<file path="config.mk">
export PLATFORM = sky130hd
export DESIGN_NAME = paste_danger_pattern_scan_core
export DESIGN_NICKNAME = d
export VERILOG_FILES = /design/src/rtl/pdps_pkg.sv /design/src/rtl/pdps_win_cell.sv /design/src/rtl/pdps_match.sv /design/src/rtl/paste_danger_pattern_scan_core.sv
export SDC_FILE = /design/constraint.sdc
export NUM_CORES = 1
export LEC_CHECK = 0
export ABC_AREA = 1
export BUFFER_PORTS_ARGS = -buffer_cell sky130_fd_sc_hd__buf_4
export CAP_MARGIN = 20
export CORE_MARGIN = 5
export CORE_UTILIZATION = 41
export CTS_BUF_LIST = sky130_fd_sc_hd__clkbuf_8
export DETAILED_ROUTE_END_ITERATION = 6
export PLACE_DENSITY = 0.59
export SKIP_CTS_REPAIR_TIMING = 1
export SYNTH_ARGS = -nofsm -noshare
export SYNTH_HDL_FRONTEND = slang
export SYNTH_SLANG_ARGS = --single-unit
</file>
<file path="constraint.sdc">
create_clock -name clk_i -period 10 [get_ports clk_i]
set_clock_uncertainty 0.2 [all_clocks]
set_input_delay 1 -clock clk_i [delete_from_list [all_inputs] [get_ports clk_i]]
set_output_delay 1 -clock clk_i [all_outputs]
set_load 0.02 [all_outputs]
</file>
<file path="src/rtl/pdps_pkg.sv">
// ----------------------------------------------------------------------------
// pdps_pkg
// Shared types and constants for the paste danger pattern scanner: pattern
// texts, their lengths and places in the list, verdict and reason codes.
// ----------------------------------------------------------------------------
`default_nettype none

package pdps_pkg;

  localparam int WIN_DEPTH = 14;
  localparam int NUM_PATS  = 15;
  localparam int BUF_BYTES = WIN_DEPTH + 1;

  // right-aligned: last character of a pattern sits in bits [7:0]
  typedef logic [8*BUF_BYTES-1:0] pat_text_t;

  localparam pat_text_t PAT_TEXT [NUM_PATS] = '{
    pat_text_t'("base64 -d"),
    pat_text_t'("| bash"),
    pat_text_t'("rm -rf /"),
    pat_text_t'("mkfs."),
    pat_text_t'("dd if=/dev/zero"),
    pat_text_t'("> /dev/sd"),
    pat_text_t'("chmod -R 777 /"),
    pat_text_t'(":(){ :|:& };:"),
    pat_text_t'("shutdown"),
    pat_text_t'("reboot"),
    pat_text_t'("wipefs"),
    pat_text_t'("format c:"),
    pat_text_t'("curl"),
    pat_text_t'("wget"),
    pat_text_t'("sudo ")
  };

  localparam logic [3:0] PAT_LEN [NUM_PATS] = '{
    4'd9, 4'd6, 4'd8, 4'd5, 4'd15, 4'd9, 4'd14, 4'd13,
    4'd8, 4'd6, 4'd6, 4'd9, 4'd4, 4'd4, 4'd5
  };

  localparam int P_B64     = 0;
  localparam int P_PIPE    = 1;
  localparam int P_DANGER0 = 2;
  localparam int P_NDANGER = 10;
  localparam int P_CURL    = 12;
  localparam int P_WGET    = 13;
  localparam int P_SUDO    = 14;

  localparam logic [7:0] NEWLINE = 8'h0A;

  localparam logic [7:0] CFG_ENABLE_CHECK  = 8'd0;
  localparam logic [7:0] CFG_WARN_DOWNLOAD = 8'd1;
  localparam logic [7:0] CFG_SUDO_CHECK    = 8'd2;
  localparam logic [7:0] CFG_WARN_MULTI    = 8'd3;

  typedef enum logic [1:0] {
    VERDICT_SAFE   = 2'd0,
    VERDICT_DANGER = 2'd1,
    VERDICT_SUDO   = 2'd2,
    VERDICT_MULTI  = 2'd3
  } verdict_e;

  typedef enum logic [2:0] {
    REASON_NONE     = 3'd0,
    REASON_ENC_PIPE = 3'd1,
    REASON_PATTERN  = 3'd2,
    REASON_DL_PIPE  = 3'd3,
    REASON_SUDO     = 3'd4,
    REASON_MULTI    = 3'd5
  } reason_e;

  // per-beat control handed to every cell and to the matcher
  typedef struct packed {
    logic shift;   // a byte was accepted
    logic clear;   // end of paste accepted
  } cell_ctrl_t;

  typedef struct packed {
    verdict_e    verdict;
    reason_e     reason;
    logic [3:0]  pattern_index;
    logic [15:0] line_count;
  } result_t;

endpackage

`default_nettype wire

</file>
<file path="src/rtl/pdps_win_cell.sv">
// ----------------------------------------------------------------------------
// pdps_win_cell
// One byte of the history window: holds a byte and a filled flag and takes
// its neighbour's contents on every accepted byte.
// ----------------------------------------------------------------------------
`default_nettype none

module pdps_win_cell (
  input  wire logic              clk_i,
  input  wire logic              rst_ni,
  input  wire pdps_pkg::cell_ctrl_t ctrl_i,
  input  wire logic [7:0]        byte_i,
  input  wire logic              filled_i,
  output logic      [7:0]        byte_o,
  output logic                   filled_o
);

  logic [7:0] byte_q;
  logic       filled_q;

  always_ff @(posedge clk_i or negedge rst_ni) begin
    if (!rst_ni) begin
      filled_q <= 1'b0;
    end else if (ctrl_i.clear) begin
      filled_q <= 1'b0;
    end else if (ctrl_i.shift) begin
      filled_q <= filled_i;
    end
  end

  // payload only matters while filled
  always_ff @(posedge clk_i) begin
    if (ctrl_i.shift) begin
      byte_q <= byte_i;
    end
  end

  assign byte_o   = byte_q;
  assign filled_o = filled_q;

endmodule

`default_nettype wire

</file>
<file path="src/rtl/pdps_match.sv">
// ----------------------------------------------------------------------------
// pdps_match
// Compares the window plus the incoming byte against every pattern at once,
// keeps the sticky found flags and the saturating newline count.
// ----------------------------------------------------------------------------
`default_nettype none

module pdps_match #(
  parameter int COUNT_WIDTH = 16
) (
  input  wire logic                        clk_i,
  input  wire logic                        rst_ni,
  input  wire pdps_pkg::cell_ctrl_t        ctrl_i,
  input  wire logic [pdps_pkg::WIN_DEPTH-1:0][7:0] win_byte_i,
  input  wire logic [pdps_pkg::WIN_DEPTH-1:0]      win_filled_i,
  input  wire logic [7:0]                  cur_byte_i,
  output logic      [pdps_pkg::NUM_PATS-1:0]       found_o,
  output logic      [COUNT_WIDTH-1:0]      newlines_o
);

  logic [pdps_pkg::BUF_BYTES-1:0][7:0] buf_byte;
  logic [pdps_pkg::BUF_BYTES-1:0]      buf_filled;
  logic [pdps_pkg::NUM_PATS-1:0]       hit;
  logic [pdps_pkg::NUM_PATS-1:0]       found_q, found_d;
  logic [COUNT_WIDTH-1:0]              count_q, count_d;

  always_comb begin
    buf_byte   = {cur_byte_i, win_byte_i};
    buf_filled = {1'b1, win_filled_i};
  end

  // position j of the buffer lines up with byte (14 - j) of a pattern text
  always_comb begin
    for (int i = 0; i < pdps_pkg::NUM_PATS; i++) begin
      hit[i] = 1'b1;
      for (int j = 0; j < pdps_pkg::BUF_BYTES; j++) begin
        if ((pdps_pkg::BUF_BYTES - 1 - j) < int'(pdps_pkg::PAT_LEN[i])) begin
          if (!buf_filled[j] ||
              buf_byte[j] != pdps_pkg::PAT_TEXT[i][8*(pdps_pkg::BUF_BYTES-1-j) +: 8]) begin
            hit[i] = 1'b0;
          end
        end
      end
    end
  end

  always_comb begin
    found_d = found_q;
    count_d = count_q;
    if (ctrl_i.shift) begin
      found_d = found_q | hit;
      if (cur_byte_i == pdps_pkg::NEWLINE && count_q != {COUNT_WIDTH{1'b1}}) begin
        count_d = count_q + 1'b1;
      end
    end
  end

  always_ff @(posedge clk_i or negedge rst_ni) begin
    if (!rst_ni) begin
      found_q <= '0;
      count_q <= '0;
    end else if (ctrl_i.clear) begin
      found_q <= '0;
      count_q <= '0;
    end else begin
      found_q <= found_d;
      count_q <= count_d;
    end
  end

  // state including the current byte, for the verdict on the closing beat
  assign found_o    = found_d;
  assign newlines_o = count_d;

endmodule

`default_nettype wire

</file>
<file path="src/rtl/paste_danger_pattern_scan_core.sv">
// ----------------------------------------------------------------------------
// paste_danger_pattern_scan_core
// Scans a pasted text byte by byte for dangerous substrings and gives one
// verdict per paste.
// ----------------------------------------------------------------------------
//  channel  direction  handshake                 payload
//  in       input      in_valid_i / in_stall_o   has_byte, data_byte, last_of_paste
//  out      output     out_valid_o / out_stall_i verdict, reason, pattern_index, line_count
//  cfg      input      cfg_valid_i / cfg_ready_o cfg_index_i, cfg_data_i
//
// one beat a cycle while in_stall_o is low; a byte is matched in the cycle it arrives;
// the verdict is registered at the closing beat, into the skid entry if output is held.
// a two-entry output (register plus skid) lets input continue while a verdict
// waits; input stalls only once the skid entry holds a second verdict.
// reset empties the window and all flags and sets every config bit to one.
// ----------------------------------------------------------------------------
`default_nettype none

module paste_danger_pattern_scan_core #(
  parameter int COUNT_WIDTH = 16
) (
  input  wire logic        clk_i,
  input  wire logic        rst_ni,
  input  wire logic        in_valid_i,
  output logic             in_stall_o,
  input  wire logic        has_byte_i,
  input  wire logic [7:0]  data_byte_i,
  input  wire logic        last_of_paste_i,
  output logic             out_valid_o,
  input  wire logic        out_stall_i,
  output logic      [1:0]  verdict_o,
  output logic      [2:0]  reason_o,
  output logic      [3:0]  pattern_index_o,
  output logic      [15:0] line_count_o,
  input  wire logic        cfg_valid_i,
  output logic             cfg_ready_o,
  input  wire logic [7:0]  cfg_index_i,
  input  wire logic        cfg_data_i
);

  localparam int WD = pdps_pkg::WIN_DEPTH;

  logic                 in_acc;
  pdps_pkg::cell_ctrl_t ctrl;

  logic [WD-1:0][7:0]   win_byte;
  logic [WD-1:0]        win_filled;
  logic [WD:0][7:0]     chain_byte;
  logic [WD:0]          chain_filled;

  logic [pdps_pkg::NUM_PATS-1:0] found;
  logic [COUNT_WIDTH-1:0]        newlines;

  logic enable_q, warn_dl_q, sudo_chk_q, warn_multi_q;

  pdps_pkg::result_t res;
  pdps_pkg::result_t out_q, skid_q;
  logic              out_valid_q, skid_valid_q;
  logic              push, out_take;

  logic [COUNT_WIDTH:0] lines_ext;
  logic [32:0]          lines_wide;

  // config
  assign cfg_ready_o = 1'b1;

  always_ff @(posedge clk_i or negedge rst_ni) begin
    if (!rst_ni) begin
      enable_q     <= 1'b1;
      warn_dl_q    <= 1'b1;
      sudo_chk_q   <= 1'b1;
      warn_multi_q <= 1'b1;
    end else if (cfg_valid_i) begin
      case (cfg_index_i)
        pdps_pkg::CFG_ENABLE_CHECK:  enable_q     <= cfg_data_i;
        pdps_pkg::CFG_WARN_DOWNLOAD: warn_dl_q    <= cfg_data_i;
        pdps_pkg::CFG_SUDO_CHECK:    sudo_chk_q   <= cfg_data_i;
        pdps_pkg::CFG_WARN_MULTI:    warn_multi_q <= cfg_data_i;
        default: ;
      endcase
    end
  end

  assign in_stall_o = skid_valid_q;
  assign in_acc     = in_valid_i && !skid_valid_q;
  assign ctrl.shift = in_acc && has_byte_i;
  assign ctrl.clear = in_acc && last_of_paste_i;

  // window chain: newest byte enters at the top cell
  assign chain_byte[WD]   = data_byte_i;
  assign chain_filled[WD] = 1'b1;

  for (genvar k = 0; k < WD; k++) begin : g_cell
    pdps_win_cell u_cell (
      .clk_i    (clk_i),
      .rst_ni   (rst_ni),
      .ctrl_i   (ctrl),
      .byte_i   (chain_byte[k+1]),
      .filled_i (chain_filled[k+1]),
      .byte_o   (chain_byte[k]),
      .filled_o (chain_filled[k])
    );
    assign win_byte[k]   = chain_byte[k];
    assign win_filled[k] = chain_filled[k];
  end

  pdps_match #(
    .COUNT_WIDTH (COUNT_WIDTH)
  ) u_match (
    .clk_i        (clk_i),
    .rst_ni       (rst_ni),
    .ctrl_i       (ctrl),
    .win_byte_i   (win_byte),
    .win_filled_i (win_filled),
    .cur_byte_i   (data_byte_i),
    .found_o      (found),
    .newlines_o   (newlines)
  );

  // newline count plus one, saturating at the counter and at 16 bits
  always_comb begin
    lines_ext = {1'b0, newlines};
    if (newlines != {COUNT_WIDTH{1'b1}}) begin
      lines_ext = lines_ext + 1'b1;
    end
    lines_wide = 33'(lines_ext);
  end

  always_comb begin
    res.verdict       = pdps_pkg::VERDICT_SAFE;
    res.reason        = pdps_pkg::REASON_NONE;
    res.pattern_index = '0;
    res.line_count    = '0;
    if (found[pdps_pkg::P_B64] && found[pdps_pkg::P_PIPE]) begin
      res.verdict = pdps_pkg::VERDICT_DANGER;
      res.reason  = pdps_pkg::REASON_ENC_PIPE;
    end else if (enable_q) begin
      if (|found[pdps_pkg::P_DANGER0 +: pdps_pkg::P_NDANGER]) begin
        res.verdict = pdps_pkg::VERDICT_DANGER;
        res.reason  = pdps_pkg::REASON_PATTERN;
        // lowest listed pattern wins
        for (int i = pdps_pkg::P_NDANGER - 1; i >= 0; i--) begin
          if (found[pdps_pkg::P_DANGER0 + i]) begin
            res.pattern_index = 4'(i);
          end
        end
      end else if (warn_dl_q && found[pdps_pkg::P_PIPE] &&
                   (found[pdps_pkg::P_CURL] || found[pdps_pkg::P_WGET])) begin
        res.verdict = pdps_pkg::VERDICT_DANGER;
        res.reason  = pdps_pkg::REASON_DL_PIPE;
      end else if (sudo_chk_q && found[pdps_pkg::P_SUDO]) begin
        res.verdict = pdps_pkg::VERDICT_SUDO;
        res.reason  = pdps_pkg::REASON_SUDO;
      end else if (warn_multi_q && newlines != '0) begin
        res.verdict    = pdps_pkg::VERDICT_MULTI;
        res.reason     = pdps_pkg::REASON_MULTI;
        res.line_count = (lines_wide > 33'h0FFFF) ? 16'hFFFF : lines_wide[15:0];
      end
    end
  end

  // output register with skid entry
  assign push     = ctrl.clear;
  assign out_take = out_valid_q && !out_stall_i;

  always_ff @(posedge clk_i or negedge rst_ni) begin
    if (!rst_ni) begin
      out_valid_q  <= 1'b0;
      skid_valid_q <= 1'b0;
    end else if (skid_valid_q) begin
      if (out_take) begin
        skid_valid_q <= 1'b0;
      end
    end else if (push) begin
      if (out_valid_q && !out_take) begin
        skid_valid_q <= 1'b1;
      end else begin
        out_valid_q <= 1'b1;
      end
    end else if (out_take) begin
      out_valid_q <= 1'b0;
    end
  end

  always_ff @(posedge clk_i) begin
    if (skid_valid_q) begin
      if (out_take) begin
        out_q <= skid_q;
      end
    end else if (push) begin
      if (out_valid_q && !out_take) begin
        skid_q <= res;
      end else begin
        out_q <= res;
      end
    end
  end

  assign out_valid_o     = out_valid_q;
  assign verdict_o       = out_q.verdict;
  assign reason_o        = out_q.reason;
  assign pattern_index_o = out_q.pattern_index;
  assign line_count_o    = out_q.line_count;

endmodule

`default_nettype wire
</file>
# After elaboration in Yosys (flattened, before gate mapping)
# Cells that the tools add are included.
[totals]
regBits = 213
latch_bits = 0
ram_bits = 0
rom_bits = 0
input_bits = 24
output_inout_bits = 28
elab_cells = 486
memories = 0
[op_classes]
n_addsub = 2
mul = 0
div = 0
order_cmp = 1
n_eq_ne = 113
shifts = 0
mux = 189
n_bitwise = 2
reduce_logical = 135
[op_table]
columns = ["operator", "n"]
rows = [
  ["8-bit by 7-bit != test with 1-bit output (second input constant)", 71],
  ["8-bit by 6-bit != test with 1-bit output (second input constant)", 33],
  ["1-bit two-way mux", 156],
  ["16-bit two-way mux", 8],
  ["25-bit two-way mux", 5],
  ["1-bit logical OR", 94],
  ["4-bit two-way mux", 11],
  ["16-bit != test (second input constant)", 2],
  ["15-bit two-way mux", 2],
  ["5-bit two-way mux", 5],
  ["20-bit two-way mux", 1],
  ["16-bit by 1-bit adder with 17-bit output (second input constant)", 1],
  ["17-bit by 16-bit greater-than comparator with 1-bit output (second input constant)", 1],
  ["1-bit logical NOT", 17],
  ["17-bit two-way mux", 1],
  ["16-bit by 1-bit adder with 16-bit output (second input constant)", 1],
  ["8-bit by 2-bit equality test with 1-bit output (second input constant)", 2],
  ["16-bit nonzero test", 1],
  ["15-bit bitwise OR", 1],
  ["1-bit logical AND", 11],
  ["10-bit OR reduction", 1],
  ["3-bit AND reduction", 3],
  ["8-bit by 1-bit equality test with 1-bit output (second input constant)", 1],
  ["8-bit by 4-bit equality test with 1-bit output (second input constant)", 1],
  ["other kinds (6)", 12],
]

# Depth between registers and ports, before layout
[depth]
depth_word = 35
depth_mapped = 21
ltp_nobuf = 21

# Modules after synthesis
# Synthesis repeated with hierarchy kept, for this count alone.
[hier_totals]
cells_unflattened = 1347
hier_area_um2 = 11219.5
[modules_own_cells]
columns = ["mod", "instances", "cells_per_inst", "area_per_inst_um2", "seq_area_each_um2"]
rows = [
  ["pdps_match", 1, 798, 4174.0, 775.7],
  ["pdps_win_cell", 14, 14, 285.3, 265.3],
  ["paste_danger_pattern_scan_core", 1, 353, 3051.7, 1596.5],
]

# Worst setup path after synthesis
# No wires, ideal clock.
[synth_path]
path_type = "input-to-reg"
startpoint = "input has_byte_i"
endpoint = "register out_q, in the netlist line_count_o[12] (data pin)"
setup_ps = 266
arrival_time_ps = 3566
required_time_ps = 9534
path_slack_ps = 5968
cell_stages = 16
n_path_buf = 1
cell_sequence = "inv_1 -> nor2_8 -> nand2_1 -> nor2_2 -> nand3_1 -> nand2_1 -> nand2_1 -> inv_1 -> nand2_1 -> nor3_1 -> nand2_2 -> nand3_2 -> nor2_4 -> buf_6 -> nand2_1 -> a21oi_2"
[synth_lines]
columns = ["element", "line_no", "text"]
rows = [
  ["start, declared", "paste_danger_pattern_scan_core.sv:26", "input wire logic has_byte_i,"],
  ["end signal, assigned", "paste_danger_pattern_scan_core.sv:188", "out_q <= skid_q;"],
  ["end signal, assigned", "paste_danger_pattern_scan_core.sv:194", "out_q <= res;"],
  ["end, declared", "paste_danger_pattern_scan_core.sv:57", "pdps_pkg::result_t out_q, skid_q;"],
]

==> run summary <==
The tools report the element type at the critical path end as a register. The fraction of final layout cells sized beyond drive strength 1 was 13.53%; the distinct cell type count of the synthesized netlist was 44. The most common cell in the synthesized netlist is sky130_fd_sc_hd__nand2_1. The HPWL after detailed placement is 23810 µm. In this run the power spent charging and discharging nets is 0.6843 mW.

The setup path with the least slack is of type reg2reg. Number of inserted diodes: 0. The final count of hold timing violations was 0; the worst slew margin relative to its limit was 36.96%. The shortest period the worst path allows is 4.683 ns, and the data required time at the worst endpoint is 10.05 ns.

Static timing analysis puts the maximum clock frequency at 0.2136 GHz. The completed layout was analyzed and its total power is 2.310 mW. Setup TNS after final layout: 0 ns.

The min-delay analysis places its worst path in the category reg2reg. Of all nets on the critical path, the largest fanout is 73. The clock drives 211 sinks. From synthesis to final layout, the design area changed by 13.76%.

The overall die width was 173.7 µm. Yosys attributes the largest share of cell area to sky130_fd_sc_hd__edfxtp_1 44%, sky130_fd_sc_hd__dfrtp_1 11%, sky130_fd_sc_hd__nand2_1 10%, sky130_fd_sc_hd__nor2_1 8.8%, sky130_fd_sc_hd__inv_1 6.6%. The family with the most delay on the worst path is simple AND/OR/NAND/NOR gates. The power share of the combinational group was 14.5%; the clock transition at the registers of the reported paths was 0.06 ns. Entering global routing, the biggest net connects 74 pins. Pin placement for this block handled 52 I/O pins. In the synthesized netlist the async set-or-reset flop fraction comes to 24.17%. VDD sags by at most 0.08180 mV. TritonCTS built the clock tree. The number of clock buffers added by TritonCTS is 40.

The cell chosen for the clock root is sky130_fd_sc_hd__clkbuf_8. Dividing the synthesized area by the synthesized cell count gives 8.443 µm². The run gives 1408 as the final-stage net count. In this run the tool buffered the top-level ports with 50 buffer cells. The run gives 3 as the maximum count of clock buffers along a single path. The net count after synthesis was 1328. The run gives 30160 µm² as the die area. For flop-to-flop paths, the worst setup slack is 5.32 ns. Summing over every cut layer, the via total after detailed routing is 8813. The fraction of power consumed by sequential logic came out at 50.0%. Most frequent cell on the critical path: sky130_fd_sc_hd__nand2_1. The most used flip-flop cell after synthesis is sky130_fd_sc_hd__edfxtp_1. In this run, the clock network consumes 35.5% of the power. For this run, the slowest stage of the critical path takes 0.80 ns. The worst hold path terminates at g_cell[3].u_cell.byte_o[5]. Fill cells in the final layout number 2570. After synthesis, the most frequently instantiated cells are 306 x sky130_fd_sc_hd__nand2_1, 257 x sky130_fd_sc_hd__nor2_1, 194 x sky130_fd_sc_hd__inv_1, 160 x sky130_fd_sc_hd__edfxtp_1, 93 x sky130_fd_sc_hd__nand3_1.

The startpoint kind of the worst setup timing path was a register. The number of pins with negative max-slew slack in the final report came out at 0. The share of the cycle needed by the critical path after routing was 46.83%; the depth of the CTS H-tree was 2. Of the total power, the share spent switching nets is 29.62%. The tools report the global-route wire length before repair as 48800 µm. The number of global-route vias before repair is 8738. The flow ran to the end, and the final reports show no timing, DRC or antenna violations. The largest area contributor in the netlist was sky130_fd_sc_hd__edfxtp_1. After global routing the overflow that remains totals 0. For this run, the total global-route usage over all layers was measured as 20.64%. In this run the vertical extent of the chip is 173.7 µm. The power density over the cells works out to 184.9 nW/µm². Traced cell by cell, the critical path runs through inv_2 -> nand2_2 -> nor2_8 -> buf_4 -> nand3_1 -> nor3_1 -> nand2_1 -> nand2_1 -> nor2_1 -> nand2_1 -> nor2_1 -> nand4_1 -> nor2_4 -> nand2_1 -> a21oi_1. The floorplan has 60 rows. The tools report the number of violations reported at the end of detailed-routing iteration 0 as 762. The critical hold path startpoint is g_cell[4].u_cell.byte_o[5]. After technology mapping, the gate count stands at 1301. The first detailed-routing pass took 5 iterations. After detailed routing, the average wire length per cell comes to 17.66 µm. The count of unresolved DRC violations after routing came out at 0.

The combined area of all synthesized cells was 10980 µm²; the final wirelength was 30960 µm. The startpoint identified for the worst register-to-register timing path is in_stall_o. At the pin with the least slew margin, the transition time is 0.9456 ns.

The clock reaches the later pin of the worst-skew pair after 0.56 ns. The worst register-to-register path ends at line_count_o[13]. The proportion of synthesized chip area in sequential cells was 55.40%. The buffer and inverter count on the worst path was 2; the leakage power of the design was 5.348 nW. The worst hold path was traced through 0 stages. Setup repair after global routing left no endpoint under its margin. Internal power comes to 1.626 mW. For the worst setup path, the data arrival time is 4.73 ns.

The largest individual stage delay along the critical path comes from the cell sky130_fd_sc_hd__buf_4. Yosys mapped a number of flops with a built-in enable equal to 160. The initial antenna violation count is 0, and the share of the core filled with cells in the final layout is 46.89%. The ratio of routed vias to standard cells came out at 5.027.

For the hold slack, the log shows 0.2501 ns. The placer's final routability congestion estimate is 0.9619, and the post-synthesis register bit count is 211. The remaining number of nets flagged by the antenna check after routing was 0; the logic depth of the worst register-to-register path was 15. Setup violations remaining at the end of the flow were counted as 0. Across the run, the number of max-cap violations was 0.

Top cell type's share of synthesized area: 43.74%. The Yosys step of the flow raised 0 warnings. The region available for standard cell placement spans 26650 µm². The tools report the starting density of the core as 41.22%.
==> flip-flops by register name (all words and copies together), names as in the netlist <==
signal,cells
enable_q,1
g_cell.u_cell.byte_o,112
g_cell.u_cell.filled_o,14
in_stall_o,1
line_count_o,16
out_valid_o,1
pattern_index_o,4
reason_o,2
skid_q,24
sudo_chk_q,1
u_match.count_q,16
u_match.found_q,15
verdict_o,2
warn_dl_q,1
warn_multi_q,1
==> logic make-up (layout without fill, tap and decap cells) <==
group	after synthesis	count (layout)	synth area share (%)
other cells	1	1	0.03414
buf+inv	228	339	8.201
mux	2	2	0.2050
simple gates	797	797	32.60
flops	211	211	55.40
fa+ha+maj	3	3	0.3418
xor+xnor	2	2	0.2279
compound gates	57	57	2.984
==> area by class of cell <==
class / instances / area, µm² / area share, %
clock inverter: 27 / 142.6 / 1.141
clock buffer: 46 / 633.1 / 5.067
tap: 341 / 426.7 / 3.414
timing repair buffer: 54 / 405.4 / 3.244
inverter: 212 / 795.8 / 6.368
multi-input combinational: 862 / 4006 / 32.06
sequential: 211 / 6086 / 48.70
==> per-layer routing <==
| metal | part of all wire (%) | vias up | routed length, µm | track usage [%] |
|---|---|---|---|---|
| li1 | - | 4363 | - | - |
| met5 | 0 | - | 0 | 0 |
| met3 | 6.6 | 67 | 2033 | 4.624 |
| met4 | 2.7 | 0 | 835 | 6.170 |
| met2 | 45 | 257 | 13860 | 32.67 |
| met1 | 46 | 4126 | 14230 | 28.61 |
==> power by group through the flow <==
stage	Combinational, mW	Sequential [mW]	Clock, mW
after floorplan	0.178	1.18	0
after global placement	0.337	1.17	0
after detailed placement	0.338	1.17	0
after CTS	0.339	1.16	0.843
after global routing	0.370	1.17	0.888
final	0.335	1.15	0.820
==> cells in the final DEF, fill, tap and decap left out, drive strengths merged <==
cell      count
nand4        39
clkbuf       46
edfxtp      160
and3          3
nand3       103
mux2          2
buf          54
dfrtp        47
xor2          2
conb          1
nor2b         2
inv         227
nor2        278
a41oi         2
ha            3
o22ai        12
and3b         1
nor4          2
a21oi        27
nor3         36
nand3b        3
clkinvlp      1
clkinv       10
a31oi         2
and2          1
dfstp         4
nand2       324
nor3b         5
bufinv        1
o21ai        13
o21bai        1
==> stage by stage <==
stage	worst slack, ns	cell area, µm²	instances
5_1_grt	4.884	12500	1753
4_1_cts	5.197	12500	1753
3_5_place_dp	5.189	11720	1680
2_1_floorplan	5.969	10980	1301
6_report	5.317	12500	1753
3_3_place_gp	5.320	11720	1680
==> how the worst max path moves through the flow <==
stage / startpoint / endpoint / slack, ns / cells after the start
2_1_floorplan: has_byte_i / line_count_o[12] / 5.97 / 16
3_3_place_gp: in_stall_o / line_count_o[1] / 5.32 / 15
3_5_place_dp: in_stall_o / line_count_o[13] / 5.19 / 15
4_1_cts: in_stall_o / line_count_o[13] / 5.20 / 15
5_1_grt: in_stall_o / line_count_o[0] / 4.88 / 15
6_report: in_stall_o / line_count_o[13] / 5.32 / 15
Power figures use the tool's default switching activity.
